File: config.mk
export PLATFORM = sky130hd
export DESIGN_NAME = date_difference_days_core
export DESIGN_NICKNAME = d
export VERILOG_FILES = /design/src/hdl/ddd_pkg.sv /design/src/hdl/date_difference_days_core.sv /design/src/hdl/ddd_lane.sv /design/src/hdl/ddd_merge.sv
export SDC_FILE = /design/constraint.sdc
export NUM_CORES = 1
export LEC_CHECK = 0
export BUFFER_PORTS_ARGS = -buffer_cell sky130_fd_sc_hd__buf_2
export CORE_MARGIN = 5
export CORE_UTILIZATION = 55
export DETAILED_ROUTE_END_ITERATION = 8
export HOLD_SLACK_MARGIN = 0.08
export PLACE_DENSITY = 0.72
export RECOVER_POWER = 25
export SLEW_MARGIN = 20
export SYNTH_ARGS = -nofsm -noshare
export SYNTH_HDL_FRONTEND = slang
export SYNTH_HIERARCHICAL = 1
export SYNTH_SLANG_ARGS = --single-unit
File: constraint.sdc
create_clock -name clk -period 16.9 [get_ports clk]
set_clock_uncertainty 0.15 [all_clocks]
set_input_delay 0.845 -clock clk [delete_from_list [all_inputs] [get_ports clk]]
set_output_delay 0.845 -clock clk [all_outputs]
set_load 0.005 [all_outputs]
File: src/hdl/ddd_pkg.sv
`timescale 1ns / 1ps

package ddd_pkg;

  localparam int YEAR_W  = 14;
  localparam int MONTH_W = 4;
  localparam int DAY_W   = 5;
  localparam int ORD_W   = 23;
  localparam int COUNT_W = 23;

  localparam logic [COUNT_W-1:0] COUNT_MAX = 23'd4194303;

  // floor(q / 25) for q below 43690 is (q * 5243) >> 17.
  localparam logic [12:0] DIV25_MUL   = 13'd5243;
  localparam int          DIV25_SHIFT = 17;

  typedef struct packed {
    logic [YEAR_W-1:0]  year;
    logic [MONTH_W-1:0] month;
    logic [DAY_W-1:0]   day;
  } date_t;

  typedef struct packed {
    logic [ORD_W-1:0] ordinal;
    logic             ok;
  } lane_res_t;

  // floor(y / 100) as floor(floor(y / 4) / 25).
  function automatic logic [7:0] div100(input logic [YEAR_W-1:0] y);
    logic [24:0] prod;
    prod = {13'd0, y[YEAR_W-1:2]} * {12'd0, DIV25_MUL};
    return prod[DIV25_SHIFT +: 8];
  endfunction

  // Days in the year before the first of month m.
  function automatic logic [8:0] month_offset(input logic [MONTH_W-1:0] m, input logic leap);
    logic [8:0] off;
    case (m)
      4'd1:    off = 9'd0;
      4'd2:    off = 9'd31;
      4'd3:    off = 9'd59;
      4'd4:    off = 9'd90;
      4'd5:    off = 9'd120;
      4'd6:    off = 9'd151;
      4'd7:    off = 9'd181;
      4'd8:    off = 9'd212;
      4'd9:    off = 9'd243;
      4'd10:   off = 9'd273;
      4'd11:   off = 9'd304;
      4'd12:   off = 9'd334;
      default: off = 9'd0;
    endcase
    return off + {8'd0, leap && (m > 4'd2)};
  endfunction

  // Length of month m; zero for a month number outside the calendar.
  function automatic logic [DAY_W-1:0] month_days(input logic [MONTH_W-1:0] m,
                                                  input logic leap);
    logic [DAY_W-1:0] n;
    case (m)
      4'd2:                               n = leap ? 5'd29 : 5'd28;
      4'd4, 4'd6, 4'd9, 4'd11:            n = 5'd30;
      4'd1, 4'd3, 4'd5, 4'd7, 4'd8,
      4'd10, 4'd12:                       n = 5'd31;
      default:                            n = 5'd0;
    endcase
    return n;
  endfunction

endpackage

File: src/hdl/date_difference_days_core.sv
`timescale 1ns / 1ps
// Signed Gregorian day distance between a start date and an end date.
// Input channel s_*: one item per handshake carrying both dates in s_tdata
// and the include-end flag in s_tuser. Output channel m_*: one item per
// input item, the signed day count in m_tdata and the invalid flag in m_tuser.
// A bad month or day raises the invalid flag and gives a count of zero;
// magnitudes above 4194303 saturate.
// Two identical lanes turn the dates into day ordinals in two stages (a
// quotient by one hundred, then the year, month and day sums); a merge stage
// subtracts them into the output register.
// An item passes three register stages, the two lane stages and then the
// output register. Throughput is one item per cycle while m_tready does not
// stall the output.
// Each stage fills whenever it is empty, so the pipeline absorbs up to three
// items while m_tready is low; s_tready drops only when all stages are full.
// Reset (rst, synchronous, active high) empties the pipeline and lowers
// m_tvalid; no item in flight survives it.
module date_difference_days_core import ddd_pkg::*; (
  input  logic        clk,
  input  logic        rst,
  input  logic        s_tvalid,
  output logic        s_tready,
  // start_year[13:0], start_month[17:14], start_day[22:18],
  // end_year[36:23], end_month[40:37], end_day[45:41], zeros[47:46]
  input  logic [47:0] s_tdata,
  // include_end[0]
  input  logic        s_tuser,
  output logic        m_tvalid,
  input  logic        m_tready,
  // day_count[22:0], zero[23]
  output logic [23:0] m_tdata,
  // date_invalid[0]
  output logic        m_tuser
);

  logic v1;
  logic v2;
  logic incl1;
  logic incl2;
  logic rdy1;
  logic rdy2;
  logic rdy3;

  date_t              start_dt;
  date_t              end_dt;
  lane_res_t          start_res;
  lane_res_t          end_res;
  logic [COUNT_W-1:0] day_count;

  assign start_dt = '{year: s_tdata[13:0], month: s_tdata[17:14], day: s_tdata[22:18]};
  assign end_dt   = '{year: s_tdata[36:23], month: s_tdata[40:37], day: s_tdata[45:41]};

  assign rdy3     = !m_tvalid || m_tready;
  assign rdy2     = !v2 || rdy3;
  assign rdy1     = !v1 || rdy2;
  assign s_tready = rdy1;

  always_ff @(posedge clk) begin
    if (rst) begin
      v1       <= 1'b0;
      v2       <= 1'b0;
      m_tvalid <= 1'b0;
    end else begin
      if (rdy1) v1 <= s_tvalid;
      if (rdy2) v2 <= v1;
      if (rdy3) m_tvalid <= v2;
    end
  end

  always_ff @(posedge clk) begin
    if (rdy1) incl1 <= s_tuser;
    if (rdy2) incl2 <= incl1;
  end

  ddd_lane u_lane_start (
    .clk (clk),
    .en1 (rdy1),
    .en2 (rdy2),
    .dt  (start_dt),
    .res (start_res)
  );

  ddd_lane u_lane_end (
    .clk (clk),
    .en1 (rdy1),
    .en2 (rdy2),
    .dt  (end_dt),
    .res (end_res)
  );

  ddd_merge u_merge (
    .clk          (clk),
    .en           (rdy3),
    .start_res    (start_res),
    .end_res      (end_res),
    .include_end  (incl2),
    .day_count    (day_count),
    .date_invalid (m_tuser)
  );

  assign m_tdata = {1'b0, day_count};

endmodule

File: src/hdl/ddd_lane.sv
`timescale 1ns / 1ps

module ddd_lane import ddd_pkg::*; (
  input  logic      clk,
  input  logic      en1,
  input  logic      en2,
  input  date_t     dt,
  output lane_res_t res
);

  logic [YEAR_W-1:0]  y1;
  logic [MONTH_W-1:0] m1;
  logic [DAY_W-1:0]   d1;
  logic [7:0]         q100;

  logic [YEAR_W-1:0]  hundreds;
  logic               is100;
  logic               is400;
  logic               leap;
  logic [12:0]        ceil4;
  logic [7:0]         ceil100;
  logic [5:0]         ceil400;
  logic [ORD_W-1:0]   year_days;
  logic [ORD_W-1:0]   ordinal_next;
  logic [DAY_W-1:0]   dim;
  logic               ok_next;

  // Stage one: registers the date and the quotient by one hundred.
  always_ff @(posedge clk) begin
    if (en1) begin
      y1   <= dt.year;
      m1   <= dt.month;
      d1   <= dt.day;
      q100 <= div100(dt.year);
    end
  end

  always_comb begin
    hundreds = {6'd0, q100} * 14'd100;
    is100    = (hundreds == y1);
    is400    = is100 && (q100[1:0] == 2'd0);
    leap     = is400 || (!is100 && (y1[1:0] == 2'd0));
    // The top year of the field rounds up to 4096, one bit beyond y1 >> 2.
    ceil4    = {1'b0, y1[YEAR_W-1:2]} + {12'd0, y1[1:0] != 2'd0};
    ceil100  = q100 + {7'd0, !is100};
    ceil400  = q100[7:2] + {5'd0, !is400};
    year_days = ({9'd0, y1} * 23'd365) + {10'd0, ceil4} - {15'd0, ceil100}
              + {17'd0, ceil400};
    ordinal_next = year_days + {14'd0, month_offset(m1, leap)} + {18'd0, d1} - 23'd1;
    dim      = month_days(m1, leap);
    ok_next  = (dim != 5'd0) && (d1 != 5'd0) && (d1 <= dim);
  end

  always_ff @(posedge clk) begin
    if (en2) begin
      res.ordinal <= ordinal_next;
      res.ok      <= ok_next;
    end
  end

endmodule

File: src/hdl/ddd_merge.sv
`timescale 1ns / 1ps

module ddd_merge import ddd_pkg::*; (
  input  logic               clk,
  input  logic               en,
  input  lane_res_t          start_res,
  input  lane_res_t          end_res,
  input  logic               include_end,
  output logic [COUNT_W-1:0] day_count,
  output logic               date_invalid
);

  logic               neg;
  logic [ORD_W-1:0]   mag;
  logic [ORD_W:0]     mag_inc;
  logic [COUNT_W-1:0] mag_sat;
  logic [COUNT_W-1:0] count_next;
  logic               invalid_next;

  always_comb begin
    neg      = end_res.ordinal < start_res.ordinal;
    mag      = neg ? (start_res.ordinal - end_res.ordinal)
                   : (end_res.ordinal - start_res.ordinal);
    mag_inc  = {1'b0, mag} + {{ORD_W{1'b0}}, include_end};
    mag_sat  = (mag_inc > {1'b0, COUNT_MAX}) ? COUNT_MAX : mag_inc[COUNT_W-1:0];
    invalid_next = !(start_res.ok && end_res.ok);
    if (invalid_next) begin
      count_next = '0;
    end else begin
      count_next = neg ? (~mag_sat + 23'd1) : mag_sat;
    end
  end

  always_ff @(posedge clk) begin
    if (en) begin
      day_count    <= count_next;
      date_invalid <= invalid_next;
    end
  end

endmodule

* Yosys cells after proc, flatten, opt, wreduce, memory -nomap -nowiden
Memory sizes are Yosys's and may differ from the RTL's. A register that Yosys moved wholly into a read port is not among the register bits. Index checks and enable logic that the tools add are counted.
Storage, ports and cells: register bits after elaboration 139, bits in read-only memories 288, logic and storage cells 131, memories 2
Memories:
- (name not given) | depth 16, width 9, rd ports 1, clocked after Yosys merged registers in 1, wr ports 0, line ddd_pkg.sv:38 | case (m)
- (name not given) | depth 16, width 9, rd ports 1, clocked after Yosys merged registers in 1, wr ports 0, line ddd_pkg.sv:38
Cells by class: add/subtract/negate cells 24, $mul 6, order comparisons 6, equality and inequality tests 26, multiplexer cells 9, bitwise gates (word level) 1, reductions and logical operators 38
Operators with widths (count):
- 23-bit two-way mux | 3
- 12-bit by 13-bit multiplier with 25-bit output (second input constant) | 2
- 23-bit by 13-bit adder with 23-bit output | 2
- 23-bit by 5-bit adder with 23-bit output | 2
- 23-bit by 6-bit adder with 23-bit output | 2
- 23-bit by 9-bit adder with 23-bit output | 2
- 14-bit by 9-bit multiplier with 23-bit output (second input constant) | 2
- 23-bit by 1-bit subtractor with 23-bit output (second input constant) | 2
- 23-bit subtractor | 2
- 23-bit by 8-bit subtractor with 23-bit output | 2
- 4-bit == test (second input constant) | 10
- 4-bit by 3-bit == test with 1-bit output (second input constant) | 8
- 5-bit one-hot mux with 3 select lines | 2
- 14-bit == test | 2
- 12-bit by 1-bit adder with 13-bit output | 2
- 23-bit by 1-bit adder with 24-bit output | 1
- 24-bit by 22-bit greater-than comparator with 1-bit output (second input constant) | 1
- 8-bit by 5-bit multiplier with 12-bit output (second input constant) | 2
- 23-bit by 1-bit adder with 23-bit output (second input constant) | 1
- 23-bit < comparator | 1
- 23-bit inverter | 1
- 5-bit nonzero test | 4
- 9-bit by 1-bit adder with 9-bit output | 2
- 8-bit by 1-bit adder with 8-bit output | 2
- 14 further kinds | 50

* Logic depth before layout (Yosys ltp)
Gate-level depths: netlist (run 1).
word-level depth 10, mapped depth 36

* Cells and area by module
Netlist (run 1), hierarchy kept.
Modules (own cells, without submodules):
- ddd_lane at u_lane_end | times used 1, cells each 979, area an instance 10460.0 µm², sequential area each 1831.8 µm²
- ddd_lane at u_lane_start | times used 1, cells each 958, area an instance 10337.4 µm², sequential area each 1831.8 µm²
- ddd_merge | times used 1, cells each 643, area an instance 5093.6 µm², sequential area each 720.7 µm²
- date_difference_days_core | times used 1, cells each 16, area an instance 180.2 µm², sequential area each 120.1 µm²

* Least setup slack after synthesis (run 1)
Ideal clock, no wire load.
path type reg2reg, from register u_lane_end.q100[3], to register u_lane_end/res[22] in the netlist's numbering, data pin, library setup time 0.259 ns, arrival time 8.348 ns, slack 8.144 ns, stages on the path, launching flop included 33, cell sequence edfxtp_1 ha_1 ha_1 fa_1 ha_1 a21oi_1 a211oi_1 a2111oi_2 o2111ai_1 a2111o_1 mux2i_1 nor2_1 ha_1 ha_1 nand3_1 nor2_1 nand3_1 xor2_1 fa_1 inv_1 ha_1 fa_1 fa_1 fa_1 ha_1 ha_1 a21o_1 a21oi_1 o21ai_0 a211oi_1 o21bai_1 a311o_1 xor2_1
Between the ends: cells in the longest elaborated chain, start to end 10
Ends and longest elaborated chain:
- start, declared | line ddd_lane.sv:14 | logic [7:0] q100;
- start signal, assigned | line ddd_lane.sv:34 | q100 <= div100(dt.year);
- parallel branches: the longest is 7 deep, another holds 23-bit by 8-bit subtractor with 23-bit output
- 23-bit by 9-bit adder with 23-bit output (*) | line ddd_lane.sv:49 | ordinal_next = year_days + {14'd0, month_offset(m1, leap)} + {18'd0, d1} - 23'd1;
- 23-bit by 5-bit adder with 23-bit output (*) | line ddd_lane.sv:49
- 23-bit by 1-bit subtractor with 23-bit output (*) | line ddd_lane.sv:49
- named net u_lane_end.ordinal_next[21] | line ddd_lane.sv:24 | logic [ORD_W-1:0] ordinal_next;
- end, declared | line ddd_lane.sv:8 | output lane_res_t res
Mark *: on every way through the listed nets, which the timed path passes. A chain may end at the register's enable or synchronous reset.

* Worst setup path after layout (run 1)
from register u_lane_end.q100[3], to register u_lane_end/res[17] in the netlist's numbering, data pin
The elaborated chain is that of the path after synthesis.

==> impl_metrics.env, run 1 <==
export IMPL_core_um2=46800
export IMPL_critical_path_class="register to register"
export IMPL_multi_input_area_um2=19400
export IMPL_synthArstFlopShare_pct=0
export IMPL_antenna_found_initial=0
export IMPL_drt_iter0_drc=915
export IMPL_postCtsHoldBufs=0
export IMPL_grt_pass1_vias=19306
export IMPL_worstHoldPathCells=0
export IMPL_synth_seq_area_share_pct=17.3
export IMPL_cp_start_kind="register"
export IMPL_post_cts_setup_buffers=0
export IMPL_finalCriticalPeriod_ns=9.82
export IMPL_syn_area_per_cell_um2=10.0
export IMPL_r2r_cells=31
export IMPL_reg2reg_from="u_lane_end/q100[3]"
export IMPL_grt_pass1_wl_um=94000
export IMPL_rsz0062_at_grt="no"
export IMPL_cp_required_ns=16.94
export IMPL_fp_dieH_um=228
export IMPL_route_detailed_drc=0
export IMPL_initial_core_util_pct=55.8
export IMPL_grt_max_degree=51
export IMPL_min_from="incl1"
export IMPL_area_growth_synth_to_final_pct=5.88
export IMPL_vias_per_cell=5.56
export IMPL_tns_ns=0
export IMPL_die_w_um=228
export IMPL_worstPathArrival_ns=9.86
export IMPL_num_fill_cells=3927
export IMPL_cts_repair_resized=0
export IMPL_syn_nets=3449
export IMPL_syn_instance_count=2596
export IMPL_die_area_um2=51900
export IMPL_gp_congestion=0.914
export IMPL_relSlewSlack_pct=-29.1
export IMPL_diodes=0
export IMPL_hold_end="incl2"
export IMPL_cts_path_max_buffers=2
export IMPL_grt_overflow=0
export IMPL_cts_tree="done"
export IMPL_numCtsBuffers=17
export IMPL_netlist_cell_type_count=110
export IMPL_hpwl_um=47800
export IMPL_slew_viol_final=35
export IMPL_maxCapViolCount=1
export IMPL_tightest_slew_ns=1.94
export IMPL_drt_first_pass_iters=6
export IMPL_critPathMaxStageDelay_ns=0.53
export IMPL_grt_use_total_pct=21.8
export IMPL_cts_sinks=157
export IMPL_setup_viol=0
export IMPL_whs_ns=0.289
export IMPL_final_nets=3509
export IMPL_h_tree_depth=4
export IMPL_cts_root_buf="clkbuf_16"
export IMPL_clock_latency_ns=0.47
export IMPL_postRouteAntennaNets=0
export IMPL_hold_viol_final=0
export IMPL_ys_ff_latch=157
export IMPL_cp_slowest_cell="fa_1"
export IMPL_vias=18225
export IMPL_layout_area_seq_um2=4500
export IMPL_period_share_pct=58.1
export IMPL_core_rowCount=79
export IMPL_synth_edf_count=136
export IMPL_status="finished with violations"
export IMPL_ys_flop_type="edfxtp_1"
export IMPL_cp_common_cell="ha_1"
export IMPL_crit_path_end_kind="register"
export IMPL_boundaryPins=80
export IMPL_wire_per_inst_um=16.9
export IMPL_routed_wirelength_um=55400
export IMPL_rrSetupSlack_ns=7.08
export IMPL_worstHoldPathType="register to register"
export IMPL_ys_warnings_count=6
export IMPL_port_buffer_count=76
export IMPL_synthesis_area_um2=26100
export IMPL_r2r_end="u_lane_end/res[17]"
export IMPL_cp_max_fo=5
export IMPL_layout_drive_gt1_share_pct=5.81
export IMPL_clock_fmax_mhz=102
export IMPL_violations="capacitance limit, slew limit"
export IMPL_clk_pin_slew_ns=0.07
==> per-stage QoR <==
step                      setup WS (ns)  utilization (%)  std cells  instance area [um2]
final                              7.08             59.0       3276                27600
after CTS                          7.13             59.2       3276                27700
after global routing               6.69             59.0       3276                27600
after global placement             7.24             57.8       3244                27000
after floorplan                    8.14                -       2596                26100
after detailed placement           7.17             57.8       3244                27000
==> final cells by class <==
| type | instances | share of cell area, % |
|---|---|---|
| multi-input cells | 1891 | 70.5 |
| flip-flops and latches | 157 | 16.3 |
| well taps | 607 | 2.75 |
| inverters | 507 | 6.89 |
| repair buffers | 82 | 1.36 |
| clock buffers | 17 | 1.54 |
| clock inverters | 15 | 0.684 |
==> logic make-up after synthesis <==
family	after synthesis	synth area share [%]
fa+ha+maj	800	46.5
buf+inv	548	8.12
simple gates	439	8.80
compound gates	438	11.7
xor+xnor	175	6.05
flops	157	17.3
mux	38	1.51
other cells	1	0.0144
==> cell usage after synthesis (26+ instances only) <==
library cell,count,area (um2)
a211oi_1,30,225
a21o_1,43,323
a21oi_1,119,596
edfxtp_1,136,4080
fa_1,282,5650
ha_1,518,6480
inv_1,507,1900
mux2i_1,33,330
nand2_1,120,450
nand3_1,52,260
nand4_1,26,163
nor2_1,103,387
nor3_1,28,140
o21ai_0,66,330
xnor2_1,104,911
xor2_1,68,596
==> worst max-delay path, delay by kind of cell, from the launching register on <==
family                     cells  cell delay [ns]
adders and majority gates     13             4.82
AOI/OAI and AO/OA              7             2.01
and+or+nand+nor                7             0.91
xor gates and xnor gates       2             0.74
DFF                            1             0.51
muxes                          1             0.31
buffers and inverters          1             0.07
==> routing by layer <==
| metal | GRT usage (%) | wire length (um) |
|---|---|---|
| met4 | 8.07 | 1750 |
| met3 | 2.21 | 1650 |
| met1 | 28.4 | 24800 |
| met5 | 0 | 0 |
| met2 | 38.0 | 27200 |
==> placed cells by master, fill, tap and decap left out, types with 33 or more instances in the layout <==
master	count
nand2_1	120
edfxtp_1	136
buf_2	39
xor2_1	68
a21o_1	43
a21oi_1	119
clkbuf_1	38
o21ai_0	65
mux2i_1	33
ha_1	518
xnor2_1	104
fa_1	282
nor2_1	103
inv_1	507
nand3_1	52
==> worst max-delay path by stage <==
| stage | start | endpoint | slack [ns] | depth (start not counted) |
|---|---|---|---|---|
| floorplan | u_lane_end/q100[3] | u_lane_end/res[22] | 8.14 | 32 |
| finish | u_lane_end/q100[3] | u_lane_end/res[17] | 7.08 | 31 |
| global route | u_lane_end/q100[3] | u_lane_end/res[21] | 6.69 | 31 |
| CTS | u_lane_end/q100[3] | u_lane_end/res[17] | 7.13 | 31 |
| global placement | u_lane_end/q100[3] | u_lane_end/res[17] | 7.24 | 31 |
| detailed placement | u_lane_end/q100[3] | u_lane_end/res[17] | 7.17 | 31 |
Power of run 1 is left out: the tool's default activity adds up to more than one toggle a clock period on the data nets, which glitch-free logic cannot reach.
==> inputs of run 2 (changes only) <==
Settings changed: ABC_AREA set to 1, PLACE_DENSITY 0.72 to 0.74.
Clock period 16.9 ns to 8.1 ns, I/O delays scaled along.
==> impl_metrics.env, run 2 <==
export IMPL_die_w_um=237
export IMPL_antenna_found_initial=0
export IMPL_cts_sinks=157
export IMPL_place_inst=4274
export IMPL_setup_viol=2
export IMPL_cts_root_buf="clkbuf_16"
export IMPL_hpwl_um=56300
export IMPL_fp_dieH_um=237
export IMPL_maxCapViolCount=1
export IMPL_period_share_pct=100
export IMPL_critical_path_class="register to register"
export IMPL_port_buffer_count=76
export IMPL_syn_instance_count=3499
export IMPL_ys_flop_type="edfxtp_1"
export IMPL_boundaryPins=80
export IMPL_drt_iter0_drc=1436
export IMPL_core_rowCount=83
export IMPL_synthesis_area_um2=28400
export IMPL_synth_top_area_cell="ha_1"
export IMPL_synth_edf_count=136
export IMPL_cts_path_max_buffers=2
export IMPL_ys_ff_latch=157
export IMPL_syn_nets=4352
export IMPL_layout_commonest_cell="inv_1"
export IMPL_final_nets=4518
export IMPL_slew_viol_final=36
export IMPL_synth_area_leaders="ha_1, fa_1, edfxtp_1"
export IMPL_cp_required_ns=8.15
export IMPL_vias_per_cell=5.22
export IMPL_worstPathArrival_ns=8.16
export IMPL_crit_family="adder cells"
export IMPL_relSlewSlack_pct=-26.5
export IMPL_cp_common_cell="ha_4"
export IMPL_layout_drive_gt1_share_pct=10.8
export IMPL_synth_most_common_cell="inv_1"
export IMPL_tightest_slew_ns=1.90
export IMPL_die_area_um2=56200
export IMPL_route_detailed_drc=0
export IMPL_synth_top_area_share_pct=22.8
export IMPL_h_tree_depth=4
export IMPL_netlist_cell_type_count=56
export IMPL_clock_latency_ns=0.46
export IMPL_crit_path_end_kind="register"
export IMPL_finalCriticalPeriod_ns=8.11
export IMPL_cp_max_fo=5
export IMPL_synth_seq_area_share_pct=15.9
export IMPL_numCtsBuffers=17
export IMPL_syn_area_per_cell_um2=8.11
export IMPL_cp_slowest_cell="fa_2"
export IMPL_wire_per_inst_um=15.8
export IMPL_status="finished with violations"
export IMPL_grt_pass1_vias=22807
export IMPL_hold_viol_final=0
export IMPL_worstHoldPathCells=1
export IMPL_grt_use_total_pct=23.5
export IMPL_grt_overflow=0
export IMPL_clk_pin_slew_ns=0.08
export IMPL_ys_warnings_count=6
export IMPL_area_growth_synth_to_final_pct=11.9
export IMPL_ys_top_cells_by_count="inv_1, nand2_1, ha_1, fa_1, nor2_1"
export IMPL_cts_tree="done"
export IMPL_synthArstFlopShare_pct=0
export IMPL_routed_wirelength_um=68800
export IMPL_drt_first_pass_iters=8
export IMPL_instances_no_fill=4358
export IMPL_violations="capacitance limit, slew limit, setup timing"
export IMPL_critPathMaxStageDelay_ns=0.58
export IMPL_r2r_cells=35
export IMPL_initial_core_util_pct=55.4
export IMPL_cp_start_kind="register"
export IMPL_diodes=0
export IMPL_setup_slack_ns=-0.00820
export IMPL_clock_fmax_mhz=123
export IMPL_cp_depth=35
export IMPL_postRouteAntennaNets=0
export IMPL_most_common_layout_cells="inv_1, nand2_1, ha_1"
export IMPL_grt_max_degree=51
export IMPL_grt_pass1_wl_um=110000
export IMPL_worstHoldPathType="input port to register"
export IMPL_vias=22732
export IMPL_core_um2=51200
export IMPL_gp_congestion=0.990
export IMPL_critPathBufInv=4
==> run 2: worst paths after layout <==
path                             start                    to  slack (ns)
setup / recovery  u_lane_start/q100[2]  u_lane_start/res[23]      -0.008
setup reg to reg  u_lane_start/q100[2]  u_lane_start/res[23]      -0.008
hold / removal             s_tdata[13]   u_lane_start/y1[13]        0.21
hold reg to reg                  incl1                 incl2        0.28
==> run 2: repair_timing <==
| item | in CTS | in global routing |
|---|---|---|
| endpoints found under the setup margin | 18 | 32 |
| cloned | 0 | 0 |
| hold buffers | 26 | 0 |
| pin swaps | 2 | 90 |
| setup buffers | 1 | 25 |
| endpoints found under the hold margin | 27 | 0 |
| gates resized for setup | 9 | 170 |
==> run 2: per-stage QoR <==
step / utilization [%] / hold slack [ns] / area, um2 / setup TNS, ns / setup WS, ns
floorplan: - / 0.250 / 28400 / 0 / 0.541
finish: 62.0 / 0.206 / 31700 / -0.00959 / -0.00820
CTS: 59.9 / 0.0869 / 30700 / 0 / 0.00168
global route: 62.0 / 0.212 / 31700 / -4.07 / -0.283
detailed placement: 58.1 / 0.266 / 29700 / -0.573 / -0.102
global placement: 58.1 / 0.262 / 29700 / -0.00852 / -0.00852
==> run 2: worst reg2reg max path, delay by kind of cell, from the launching register on <==
| family | cells | cell delay [ns] |
|---|---|---|
| xor gates and xnor gates | 3 | 0.56 |
| buffers and inverters | 4 | 0.36 |
| adders and majority gates | 12 | 4.16 |
| DFF | 1 | 0.47 |
| AOI/OAI and AO/OA | 4 | 0.69 |
| and+or+nand+nor | 12 | 1.46 |
==> run 2: kinds of logic after synthesis <==
| group | synth area share [%] |
|---|---|
| and+or+nand+nor | 19.9 |
| xor gates and xnor gates | 4.08 |
| adders and majority gates | 42.7 |
| AOI/OAI and AO/OA | 6.42 |
| buffers and inverters | 11.0 |
| other | 0.0132 |
| DFF | 15.9 |
==> run 2: layout make-up <==
type                       count  area, um2
inverter                     804       3020
fill                        4339      19500
timing repair buffer         159       1030
multi-input combinational   2526      21700
sequential                   157       4500
clock inverter                15        170
tap                          680        851
clock buffer                  17        425
==> run 2: per-layer routing <==
layer  wire length (um)  global-route usage (%)
met5                  0                       0
met4               2180                    6.63
met3               2300                    2.18
met2              34500                    42.1
met1              29800                    30.6
Power of run 2 is left out for the same reason.
